--- src/hw/rtl/ctcgd_pkg.sv ---
package ctcgd_pkg;

  localparam int unsigned MaxVocab   = 4096;
  localparam int unsigned IndexW     = 12;
  localparam int unsigned VocabW     = 13;
  localparam int unsigned ScoreW     = 32;
  localparam int unsigned StampW     = 32;
  localparam int unsigned RunW       = 16;
  localparam int unsigned CfgIdxW    = 8;
  localparam int unsigned CfgDataW   = 16;
  localparam int unsigned InDataW    = 32;
  localparam int unsigned OutDataW   = 64;
  localparam int unsigned QDepth     = 2;
  localparam int unsigned QPtrW      = $clog2(QDepth);
  localparam int unsigned QCntW      = $clog2(QDepth + 1);

  localparam logic [VocabW-1:0] VocabMax   = VocabW'(MaxVocab);
  localparam logic [VocabW-1:0] VocabReset = VocabW'(MaxVocab);
  localparam logic [RunW-1:0]   RunMax     = '1;

  typedef enum logic [CfgIdxW-1:0] {
    CFG_BLANK_TOKEN = 8'd0,
    CFG_FRAME_SIZE  = 8'd1
  } cfg_idx_e;

  typedef struct packed {
    logic [IndexW-1:0] blank_token;
    logic [VocabW-1:0] frame_size;
  } cfg_t;

  typedef struct packed {
    logic              chunk_end;
    logic [IndexW-1:0] index;
  } frame_t;

endpackage

--- src/hw/rtl/ctcgd_front.sv ---
module ctcgd_front (
  input  logic                       clk_i,
  input  logic                       rst_ni,
  input  ctcgd_pkg::cfg_t            cfg_i,
  input  logic                       in_valid_i,
  output logic                       in_ready_o,
  input  logic [ctcgd_pkg::ScoreW-1:0] score_i,
  input  logic                       chunk_end_i,
  output logic                       push_o,
  output ctcgd_pkg::frame_t          frame_o,
  input  logic                       full_i
);
  import ctcgd_pkg::*;

  logic [IndexW-1:0] score_index_q, score_index_d;
  logic [IndexW-1:0] best_index_q, best_index_d;
  logic signed [ScoreW-1:0] best_score_q, best_score_d;
  logic [VocabW-1:0] frame_len;
  logic              last;
  logic              take;
  logic              accept;
  logic [IndexW-1:0] win_index;

  always_comb begin
    if (cfg_i.frame_size == '0) begin
      frame_len = VocabW'(1);
    end else if (cfg_i.frame_size > VocabMax) begin
      frame_len = VocabMax;
    end else begin
      frame_len = cfg_i.frame_size;
    end
  end

  assign in_ready_o = !full_i;
  assign accept     = in_valid_i && in_ready_o;
  assign last       = ({1'b0, score_index_q} + VocabW'(1)) >= frame_len;
  assign take       = (score_index_q == '0) || ($signed(score_i) > best_score_q);
  assign win_index  = take ? score_index_q : best_index_q;

  always_comb begin
    score_index_d = score_index_q;
    best_index_d  = best_index_q;
    best_score_d  = best_score_q;
    if (accept) begin
      if (take) begin
        best_index_d = score_index_q;
        best_score_d = $signed(score_i);
      end
      score_index_d = last ? '0 : score_index_q + IndexW'(1);
    end
  end

  assign push_o          = accept && last;
  assign frame_o.index     = win_index;
  assign frame_o.chunk_end = chunk_end_i;

  always_ff @(posedge clk_i or negedge rst_ni) begin
    if (!rst_ni) begin
      score_index_q <= '0;
      best_index_q  <= '0;
      best_score_q  <= '0;
    end else begin
      score_index_q <= score_index_d;
      best_index_q  <= best_index_d;
      best_score_q  <= best_score_d;
    end
  end

endmodule

--- src/hw/rtl/ctcgd_queue.sv ---
module ctcgd_queue (
  input  logic              clk_i,
  input  logic              rst_ni,
  input  logic              push_i,
  input  ctcgd_pkg::frame_t push_data_i,
  output logic              full_o,
  input  logic              pop_i,
  output logic              valid_o,
  output ctcgd_pkg::frame_t pop_data_o
);
  import ctcgd_pkg::*;

  frame_t            mem_q [QDepth];
  logic [QPtrW-1:0]  wr_ptr_q, rd_ptr_q;
  logic [QCntW-1:0]  count_q, count_d;
  logic              do_push, do_pop;

  assign full_o     = count_q == QCntW'(QDepth);
  assign valid_o    = count_q != '0;
  assign do_push    = push_i && !full_o;
  assign do_pop     = pop_i && valid_o;
  assign pop_data_o = mem_q[rd_ptr_q];

  always_comb begin
    count_d = count_q;
    if (do_push && !do_pop) begin
      count_d = count_q + QCntW'(1);
    end else if (do_pop && !do_push) begin
      count_d = count_q - QCntW'(1);
    end
  end

  always_ff @(posedge clk_i) begin
    if (do_push) begin
      mem_q[wr_ptr_q] <= push_data_i;
    end
  end

  always_ff @(posedge clk_i or negedge rst_ni) begin
    if (!rst_ni) begin
      wr_ptr_q <= '0;
      rd_ptr_q <= '0;
      count_q  <= '0;
    end else begin
      count_q <= count_d;
      if (do_push) begin
        wr_ptr_q <= wr_ptr_q + QPtrW'(1);
      end
      if (do_pop) begin
        rd_ptr_q <= rd_ptr_q + QPtrW'(1);
      end
    end
  end

endmodule

--- src/hw/rtl/ctcgd_back.sv ---
module ctcgd_back (
  input  logic                          clk_i,
  input  logic                          rst_ni,
  input  ctcgd_pkg::cfg_t               cfg_i,
  input  logic                          q_valid_i,
  input  ctcgd_pkg::frame_t             q_data_i,
  output logic                          pop_o,
  output logic                          out_valid_o,
  input  logic                          out_ready_i,
  output logic                          emit_o,
  output logic [ctcgd_pkg::IndexW-1:0]  token_o,
  output logic [ctcgd_pkg::StampW-1:0]  timestamp_o,
  output logic [ctcgd_pkg::RunW-1:0]    trailing_blanks_o
);
  import ctcgd_pkg::*;

  logic              out_valid_q, out_valid_d;
  logic              emit_q, emit_d;
  logic [IndexW-1:0] token_q;
  logic [StampW-1:0] stamp_q;
  logic [RunW-1:0]   run_out_q;
  logic [IndexW-1:0] prev_token_q;
  logic              prev_valid_q;
  logic [StampW-1:0] frame_count_q;
  logic [RunW-1:0]   blank_run_q, blank_run_d;
  logic              is_blank;

  assign pop_o    = q_valid_i && (!out_valid_q || out_ready_i);
  assign is_blank = q_data_i.index == cfg_i.blank_token;

  always_comb begin
    if (!is_blank) begin
      blank_run_d = '0;
    end else if (blank_run_q == RunMax) begin
      blank_run_d = blank_run_q;
    end else begin
      blank_run_d = blank_run_q + RunW'(1);
    end
    emit_d = !is_blank && !(prev_valid_q && (q_data_i.index == prev_token_q));
    out_valid_d = out_valid_q;
    if (pop_o) begin
      out_valid_d = 1'b1;
    end else if (out_ready_i) begin
      out_valid_d = 1'b0;
    end
  end

  always_ff @(posedge clk_i) begin
    if (pop_o) begin
      emit_q    <= emit_d;
      token_q   <= q_data_i.index;
      stamp_q   <= frame_count_q;
      run_out_q <= blank_run_d;
    end
  end

  always_ff @(posedge clk_i or negedge rst_ni) begin
    if (!rst_ni) begin
      out_valid_q   <= 1'b0;
      prev_token_q  <= '0;
      prev_valid_q  <= 1'b0;
      frame_count_q <= '0;
      blank_run_q   <= '0;
    end else begin
      out_valid_q <= out_valid_d;
      if (pop_o) begin
        prev_token_q  <= q_data_i.index;
        prev_valid_q  <= !q_data_i.chunk_end;
        frame_count_q <= frame_count_q + StampW'(1);
        blank_run_q   <= blank_run_d;
      end
    end
  end

  assign out_valid_o       = out_valid_q;
  assign emit_o            = emit_q;
  assign token_o           = token_q;
  assign timestamp_o       = stamp_q;
  assign trailing_blanks_o = run_out_q;

endmodule

--- src/hw/rtl/ctc_greedy_decoder_core.sv ---
// Result path: a frame's winner enters the queue at the edge that takes its last score,
//   then the output register once the queue ahead of it is empty and the output is free.
// Throughput: one score per cycle while the queue has room, set by the running-max
//   compare in the front; one result per frame, one per cycle for one-score frames.
// Reset: async active low; blank_token 0, frame size 4096, frame position, previous
//   winner, frame counter and blank run cleared, queue and output register empty.
module ctc_greedy_decoder_core (
  input  logic                            clk_i,
  input  logic                            rst_ni,
  input  logic                            cfg_valid_i,
  output logic                            cfg_ready_o,
  input  logic [ctcgd_pkg::CfgIdxW-1:0]   cfg_index_i,
  input  logic [ctcgd_pkg::CfgDataW-1:0]  cfg_data_i,
  input  logic                            s_axis_tvalid,
  output logic                            s_axis_tready,
  input  logic [ctcgd_pkg::InDataW-1:0]   s_axis_tdata,  // score[31:0]
  input  logic                            s_axis_tlast,  // chunk_end
  output logic                            m_axis_tvalid,
  input  logic                            m_axis_tready,
  // token[11:0], timestamp[43:12], trailing_blanks[59:44], zero[63:60]
  output logic [ctcgd_pkg::OutDataW-1:0]  m_axis_tdata,
  output logic                            m_axis_tuser   // emit
);
  import ctcgd_pkg::*;

  cfg_t              cfg_q;
  frame_t            push_data, pop_data;
  logic              push, pop, q_full, q_valid;
  logic              emit;
  logic [IndexW-1:0] token;
  logic [StampW-1:0] stamp;
  logic [RunW-1:0]   run;

  assign cfg_ready_o = 1'b1;

  always_ff @(posedge clk_i or negedge rst_ni) begin
    if (!rst_ni) begin
      cfg_q.blank_token <= '0;
      cfg_q.frame_size  <= VocabReset;
    end else if (cfg_valid_i && cfg_ready_o) begin
      unique case (cfg_index_i)
        CFG_BLANK_TOKEN: cfg_q.blank_token <= cfg_data_i[IndexW-1:0];
        CFG_FRAME_SIZE:  cfg_q.frame_size  <= cfg_data_i[VocabW-1:0];
        default: ;
      endcase
    end
  end

  ctcgd_front u_front (
    .clk_i       (clk_i),
    .rst_ni      (rst_ni),
    .cfg_i       (cfg_q),
    .in_valid_i  (s_axis_tvalid),
    .in_ready_o  (s_axis_tready),
    .score_i     (s_axis_tdata[ScoreW-1:0]),
    .chunk_end_i (s_axis_tlast),
    .push_o      (push),
    .frame_o     (push_data),
    .full_i      (q_full)
  );

  ctcgd_queue u_queue (
    .clk_i       (clk_i),
    .rst_ni      (rst_ni),
    .push_i      (push),
    .push_data_i (push_data),
    .full_o      (q_full),
    .pop_i       (pop),
    .valid_o     (q_valid),
    .pop_data_o  (pop_data)
  );

  ctcgd_back u_back (
    .clk_i             (clk_i),
    .rst_ni            (rst_ni),
    .cfg_i             (cfg_q),
    .q_valid_i         (q_valid),
    .q_data_i          (pop_data),
    .pop_o             (pop),
    .out_valid_o       (m_axis_tvalid),
    .out_ready_i       (m_axis_tready),
    .emit_o            (emit),
    .token_o           (token),
    .timestamp_o       (stamp),
    .trailing_blanks_o (run)
  );

  assign m_axis_tuser = emit;
  assign m_axis_tdata = {(OutDataW - IndexW - StampW - RunW)'(0), run, stamp, token};

  a_no_overflow: assert property (@(posedge clk_i) disable iff (!rst_ni)
    push |-> !q_full)
    else $error("frame queue overflow");

  a_emit_not_blank: assert property (@(posedge clk_i) disable iff (!rst_ni)
    (m_axis_tvalid && m_axis_tuser) |-> (token != cfg_q.blank_token))
    else $error("blank token emitted");

  a_run_matches_blank: assert property (@(posedge clk_i) disable iff (!rst_ni)
    m_axis_tvalid |-> ((token == cfg_q.blank_token) == (run != '0)))
    else $error("trailing blank count disagrees with winner");

  a_stamp_advances: assert property (@(posedge clk_i) disable iff (!rst_ni)
    (pop && $past(pop) && rst_ni && $past(rst_ni)) |=> (stamp == $past(stamp) + StampW'(1)))
    else $error("timestamp did not advance by one");

endmodule

--- config.mk ---
export PLATFORM = sky130hd
export DESIGN_NAME = ctc_greedy_decoder_core
export DESIGN_NICKNAME = d
export VERILOG_FILES = /design/src/hw/rtl/ctcgd_pkg.sv /design/src/hw/rtl/ctcgd_front.sv /design/src/hw/rtl/ctcgd_queue.sv /design/src/hw/rtl/ctcgd_back.sv /design/src/hw/rtl/ctc_greedy_decoder_core.sv
export SDC_FILE = /design/constraint.sdc
export NUM_CORES = 1
export LEC_CHECK = 0
export ABC_AREA = 1
export BUFFER_PORTS_ARGS = -buffer_cell sky130_fd_sc_hd__clkbuf_2
export CAP_MARGIN = 30
export CORE_UTILIZATION = 60
export CTS_CLUSTER_SIZE = 10
export DETAILED_ROUTE_END_ITERATION = 12
export PLACE_DENSITY = 0.82
export SYNTH_ARGS = -nofsm -noshare
export SYNTH_HDL_FRONTEND = slang
export SYNTH_HIERARCHICAL = 1
export SYNTH_SLANG_ARGS = --single-unit
--- constraint.sdc ---
create_clock -name clk_i -period 4.35 [get_ports clk_i]
set_input_delay 0.87 -clock clk_i [delete_from_list [all_inputs] [get_ports clk_i]]
set_output_delay 0.87 -clock clk_i [all_outputs]
set_load 0.03 [all_outputs]
Word level (Yosys, flattened, before mapping)
Memory sizes are Yosys's and may differ from the RTL's.
Cells that the tools add are included.
{"block": "classes", "addsub": 8, "magnitude_cmp": 3, "n_eq_ne": 5, "muxes": 12, "n_reduce_logical": 27}
{"op": "$add 32x1->32 const B", "n": 1}
{"op": "$gt 32x32->1", "n": 1}
{"op": "$mux 16", "n": 2}
{"op": "$mux 13", "n": 2}
{"op": "$eq 12x12->1", "n": 2}
{"op": "$mux 12", "n": 2}
{"op": "$add 16x1->16 const B", "n": 1}
{"op": "$eq 16x16->1 const B", "n": 1}
{"op": "$add 12x1->13 const B", "n": 1}
{"op": "$ge 13x13->1", "n": 1}
{"op": "$gt 13x13->1 const B", "n": 1}
{"op": "$logic_not 13->1", "n": 1}
{"op": "$add 12x1->12 const B", "n": 1}
{"op": "$logic_not 12->1", "n": 1}
{"op": "$logic_and 1x1->1", "n": 9}
{"op": "$eq 8x1->1 const B", "n": 1}
{"op": "$logic_not 8->1", "n": 1}
{"op": "$logic_not 1->1", "n": 7}
{"op": "$reduce_and 2->1", "n": 3}
{"op": "$reduce_bool 2->1", "n": 3}
{"op": "$mux 1", "n": 4}
{"op": "$mux 2", "n": 2}
{"op": "$add 1x1->1 const B", "n": 2}
{"op": "$add 2x1->2 const B", "n": 1}
{"op": "other kinds (3)", "n": 4}
{"block": "word_totals", "regBits": 208, "ramBits": 26, "output_inout_bits": 68, "word_cells": 73, "mem_count": 1}
{"name": "u_queue.mem_q", "depth": 2, "word_bits": 13, "read_ports": 1, "rd_ports_with_merged_regs": 0, "wr": 1, "line": "ctcgd_queue.sv:13", "source": "frame_t mem_q [QDepth];"}

Depth between registers and ports, before layout
{"block": "logic_depth", "word_depth": 10, "ltp_mapped": 22, "ltp_nobuf": 21}

Cells and area by module
Netlist, hierarchy kept.
{"mod": "ctcgd_back", "n_inst": 1, "cells_each": 704, "area_per_inst_um2": 6014.5, "seq_area_each_um2": 3383.2}
{"mod": "ctcgd_front", "n_inst": 1, "cells_each": 527, "area_per_inst_um2": 4187.8, "seq_area_each_um2": 1401.3}
{"mod": "ctcgd_queue", "n_inst": 1, "cells_each": 99, "area_per_inst_um2": 1186.1, "seq_area_each_um2": 880.8}
{"mod": "ctc_greedy_decoder_core", "n_inst": 1, "cells_each": 138, "area_per_inst_um2": 1137.3, "seq_area_each_um2": 626.9}

Least setup slack after synthesis
No wires, ideal clock.
{"block": "synth_timing", "path_type": "input to register", "from": "input port m_axis_tready", "to": "register u_queue.count_q[1]", "arrival_time_ns": 3.779, "path_slack_ns": 0.454, "cell_stages": 11, "path_buffers": 1, "path_cell_list": "inv_1 > nand2_1 > nand2_2 > inv_2 > clkbuf_1 > nand2_2 > ha_1 > inv_1 > nand3_1 > nand2_1 > nand2_1"}
{"block": "synth_between", "elab_chain_len": 6, "elab_cells_between_ends": 8}
{"element": "start, declared", "line": "ctc_greedy_decoder_core.sv:19", "source": "input logic m_axis_tready,"}
{"element": "$logic_or 1x1->1 (*)", "line": "ctcgd_back.sv:28", "source": "assign pop_o = q_valid_i && (!out_valid_q || out_ready_i);"}
{"element": "$logic_and 1x1->1 (*)", "line": "ctcgd_back.sv:28"}
{"element": "via pop", "line": "ctc_greedy_decoder_core.sv:28", "source": "logic push, pop, q_full, q_valid;"}
{"element": "$logic_and 1x1->1 (*)", "line": "ctcgd_queue.sv:21", "source": "assign do_pop = pop_i && valid_o;"}
{"element": "$logic_not 1->1", "line": "ctcgd_queue.sv:26", "source": "if (do_push && !do_pop) begin"}
{"element": "$logic_and 1x1->1", "line": "ctcgd_queue.sv:26"}
{"element": "$mux 2 or $reduce_bool 2->1 (tied branches)"}
{"element": "end signal, assigned", "line": "ctcgd_queue.sv:45", "source": "count_q <= count_d;"}
{"element": "end, declared", "line": "ctcgd_queue.sv:15", "source": "logic [QCntW-1:0] count_q, count_d;"}
The timed path passes the listed nets; every way through them passes the cells marked *.
A chain may end at the register's enable or synchronous reset.

Worst setup path after layout
{"block": "layout_timing", "from": "register u_front.score_index_q[0]", "to": "memory u_queue/mem_q[0][1] (netlist name), enable pin"}
{"block": "layout_between", "elab_chain_len": 6}
{"element": "start, declared", "line": "ctcgd_front.sv:15", "source": "logic [IndexW-1:0] score_index_q, score_index_d;"}
{"element": "start signal, assigned", "line": "ctcgd_front.sv:63", "source": "score_index_q <= score_index_d;"}
{"element": "$add 12x1->13", "line": "ctcgd_front.sv:36", "source": "assign last = ({1'b0, score_index_q} + VocabW'(1)) >= frame_len;"}
{"element": "$ge 13x13->1", "line": "ctcgd_front.sv:36"}
{"element": "$logic_and 1x1->1", "line": "ctcgd_front.sv:53", "source": "assign push_o = accept && last;"}
{"element": "via push", "line": "ctc_greedy_decoder_core.sv:28"}
{"element": "$logic_and 1x1->1", "line": "ctcgd_queue.sv:20", "source": "assign do_push = push_i && !full_o;"}
{"element": "via u_queue.do_push", "line": "ctcgd_queue.sv:16", "source": "logic do_push, do_pop;"}
{"element": "$mux 1", "line": "ctcgd_queue.sv:34", "source": "if (do_push) begin"}
{"element": "$mux 1 (not written as such)", "line": "ctcgd_queue.sv:35", "source": "mem_q[wr_ptr_q] <= push_data_i;"}
{"element": "end, declared", "line": "ctcgd_queue.sv:13"}
The timed path passes the listed nets, and every way through them passes these cells.

==> impl_metrics.json <==
{
  "status": "finished, final reports clean",
  "cts_setup_buffers": 0,
  "use_met3_pct": 3.406,
  "hp-class": "in -> async",
  "maxCapViolCount": 0,
  "instances_no_fill": 1871,
  "fillCellCount": 1570,
  "fin_tns_setup_ns": 0,
  "grt_max_degree": 91,
  "clock_latency_ns": 0.53,
  "async_flop_share_pct": 62.82,
  "start_util_pct": 61.51,
  "synth-seq-cells": 234,
  "clock_skew_ns": 0.02004,
  "finalSetupViolations": 0,
  "vias_per_cell": 5.307,
  "end_kind": "flip-flop",
  "required_ns": 4.51,
  "cts.sinks": 234,
  "drt_iter0_markers": 592,
  "yosys.area.top_type": "dfrtp_1",
  "cts_buffer_depth": 3,
  "antennaDiodeCount": 0,
  "area.growth.synth_to_final_pct": 11.74,
  "hold_violations": 0,
  "nets": 1692,
  "rsz0062_at_grt": "false",
  "antenna_found_initial": 0,
  "wl_per_cell_um": 13.89,
  "place_inst": 1820,
  "avgSynthCellArea_um2": 8.533,
  "routed_wl_mm": 25.98,
  "ys.flop_type": "dfrtp_1",
  "rows": 52,
  "die_w_um": 146.5,
  "first_global_vias": 9405,
  "cts_tree": "yes",
  "core_area_um2": 20360,
  "totalPowerFinal_mw": 8.739,
  "grt_pass1_wl_mm": 43.84,
  "grt_use_total_pct": 24.81,
  "cp_slowest_cell": "dfrtp_1",
  "crit_buf_inv": 4,
  "startpoint_type": "flip-flop",
  "drt.antenna.violating_nets": 0,
  "path_clk_slew_ns": 0.05,
  "synth_edf_count": 87,
  "vias": 9930,
  "slew_viol_final": 0,
  "syn_inst": 1468,
  "cts_buffers": 28,
  "worst_pin_slew_ns": 0.8984,
  "synth_top_area_share_pct": 29.17,
  "fmax_mhz": 268.1,
  "worstPathMaxFanout": 13,
  "drt_first_pass_iters": 5,
  "io_pins": 130,
  "portBuffers": 121,
  "drive_above_1_share_pct": 15.37,
  "dpl.hpwl_mm": 17.74,
  "peakVddDrop_mv": 0.4699,
  "die_h_um": 146.5,
  "yosysWarnings": 6,
  "post_synth_most_frequent_cells": "548 x nand2_1, 146 x dfrtp_1, 123 x inv_1, 118 x nor2_1, 100 x nand3_1",
  "arrival_ns": 3.89,
  "leakage_nw": 6.864,
  "drc": 0,
  "ys_top_cells_by_area": "dfrtp_1 29%, edfxtp_1 21%, nand2_1 16%, ha_1 5.0%, nand3_1 4.0%",
  "synth.distinct_cells": 41,
  "worstSetupPathType": "reg -> reg",
  "gp_congestion": 0.9123,
  "synth_area_um2": 12530,
  "yosysSeqAreaShare_pct": 50.23,
  "met1_usage_pct": 32.34,
  "yosysMostFrequentCell": "nand2_1",
  "hold_buffers": 0,
  "grt_busiest_layer": "met2",
  "cts_root_buf": "clkbuf_16",
  "min_period_over_period_pct": 85.76,
  "overflow": 0,
  "ctsResizeCount": 0,
  "crit_family": "simple AND/OR/NAND/NOR gates",
  "global_route.usage.met2_pct": 42.79,
  "htree_levels": 1,
  "slowest_delay_ns": 0.45,
  "min_period_ns": 3.730,
  "timing.slew.headroom_pct": 40.11,
  "die-area_um2": 21460,
  "p_per_area_nw_per_um2": 624.4,
  "worstPathCellList": "inv_1 > nor3_1 > nand2_1 > nor3_1 > nand3_1 > xor2_1 > ha_1 > nand2_1 > o21ai_0 > a21oi_1 > nand3_1 > nand2_1 > inv_1 > inv_1 > nor2_4 > nand2_1 > inv_1"
}
[routing by layer]
layer / vias to the layer above / wire, µm
met1: 4656 / 11120
met5: - / 0
met2: 291 / 12880
met3: 50 / 1312
met4: 0 / 674
li1: 4933 / -
[placed cells by master, fill, tap and decap left out, types with 22 or more instances in the layout]
cell       Yosys  final
nand2_1      548    548
dfrtp_1      146    146
inv_1        123    122
clkbuf_2       0    120
nor2_1       118    118
nand3_1      100    100
edfxtp_1      87     87
ha_1          50     50
nand3_2       41     41
o21ai_0       33     33
clkbuf_16      0     28
a21oi_1       26     26
xnor2_1       24     24
xor2_1        22     22
[report_power, final]
part           switching, mW  internal, mW
combinational           2.33         0.930
clock                  0.853          1.22
sequential             0.351          3.06
total                   3.53          5.21
[path summary, 6_finish.rpt]
check	from	end	slack, ns	cells past startpoint
worst max-delay path	u_front/score_index_q[0]	u_queue/mem_q[0][1]	0.62	17
worst min-delay path	rst_ni	u_front/best_score_q[9]	0.40	1
worst max register to register	u_front/score_index_q[0]	u_queue/mem_q[0][1]	0.62	17
worst min register to register	u_front/best_score_q[8]	u_front/best_score_q[8]	0.47	2
max in group asynchronous	rst_ni	u_back/frame_count_q[16]	3.14	2
min in group clk_i	u_front/best_score_q[8]	u_front/best_score_q[8]	0.47	2
[worst register-to-register path: cells and delay by family (launching register included)]
kind / cells / cell delay (ns)
adder cells (fa/ha/maj): 1 / 0.30
AND/OR/NAND/NOR: 9 / 1.49
XOR/XNOR: 1 / 0.18
flip-flops: 1 / 0.45
AO/OA/AOI/OAI: 2 / 0.27
buffers and inverters: 4 / 0.68
[flip-flops by register name, summed over array words and instances, names as in the netlist, 2 cells and up]
register                  flops
u_back/trailing_blanks_o     16
u_front/best_score_q         32
u_front/best_index_q         12
u_back/timestamp_o           32
u_front/score_index_q        12
cfg_q                        25
u_back/frame_count_q         32
u_back/token_o               12
u_queue/count_q               2
u_queue/mem_q                26
u_back/blank_run_q           16
u_back/prev_token_q          12
[logic make-up after synthesis]
| group | count (synthesis) | synth area share, % |
|---|---|---|
| adder cells (fa/ha/maj) | 50 | 4.995 |
| XOR/XNOR | 46 | 3.216 |
| flip-flops | 234 | 50.23 |
| AO/OA/AOI/OAI | 70 | 2.897 |
| other | 2 | 0.05996 |
| buffers and inverters | 186 | 7.102 |
| AND/OR/NAND/NOR | 880 | 31.50 |
[layout make-up]
type | count | area (µm²) | area share (%)
sequential | 234 | 6292 | 44.96
inverter | 136 | 511.7 | 3.656
timing repair buffer | 129 | 684.4 | 4.890
tap | 270 | 337.8 | 2.414
multi-input combinational | 1051 | 5355 | 38.26
clock buffer | 49 | 789.5 | 5.641
clock inverter | 2 | 25.02 | 0.1788
[through the flow]
stage	area, µm²	hold WS, ns	setup slack (ns)	util [%]
after floorplan	12540	0.4417	0.4536	-
after global placement	13180	0.4535	0.7756	64.73
after detailed placement	13180	0.4590	0.6261	64.73
after CTS	14000	0.4565	0.6228	68.73
after global routing	14000	0.4795	0.2825	68.73
final	14000	0.4009	0.6196	68.73
No activity file was read; power rests on OpenSTA's default activity.
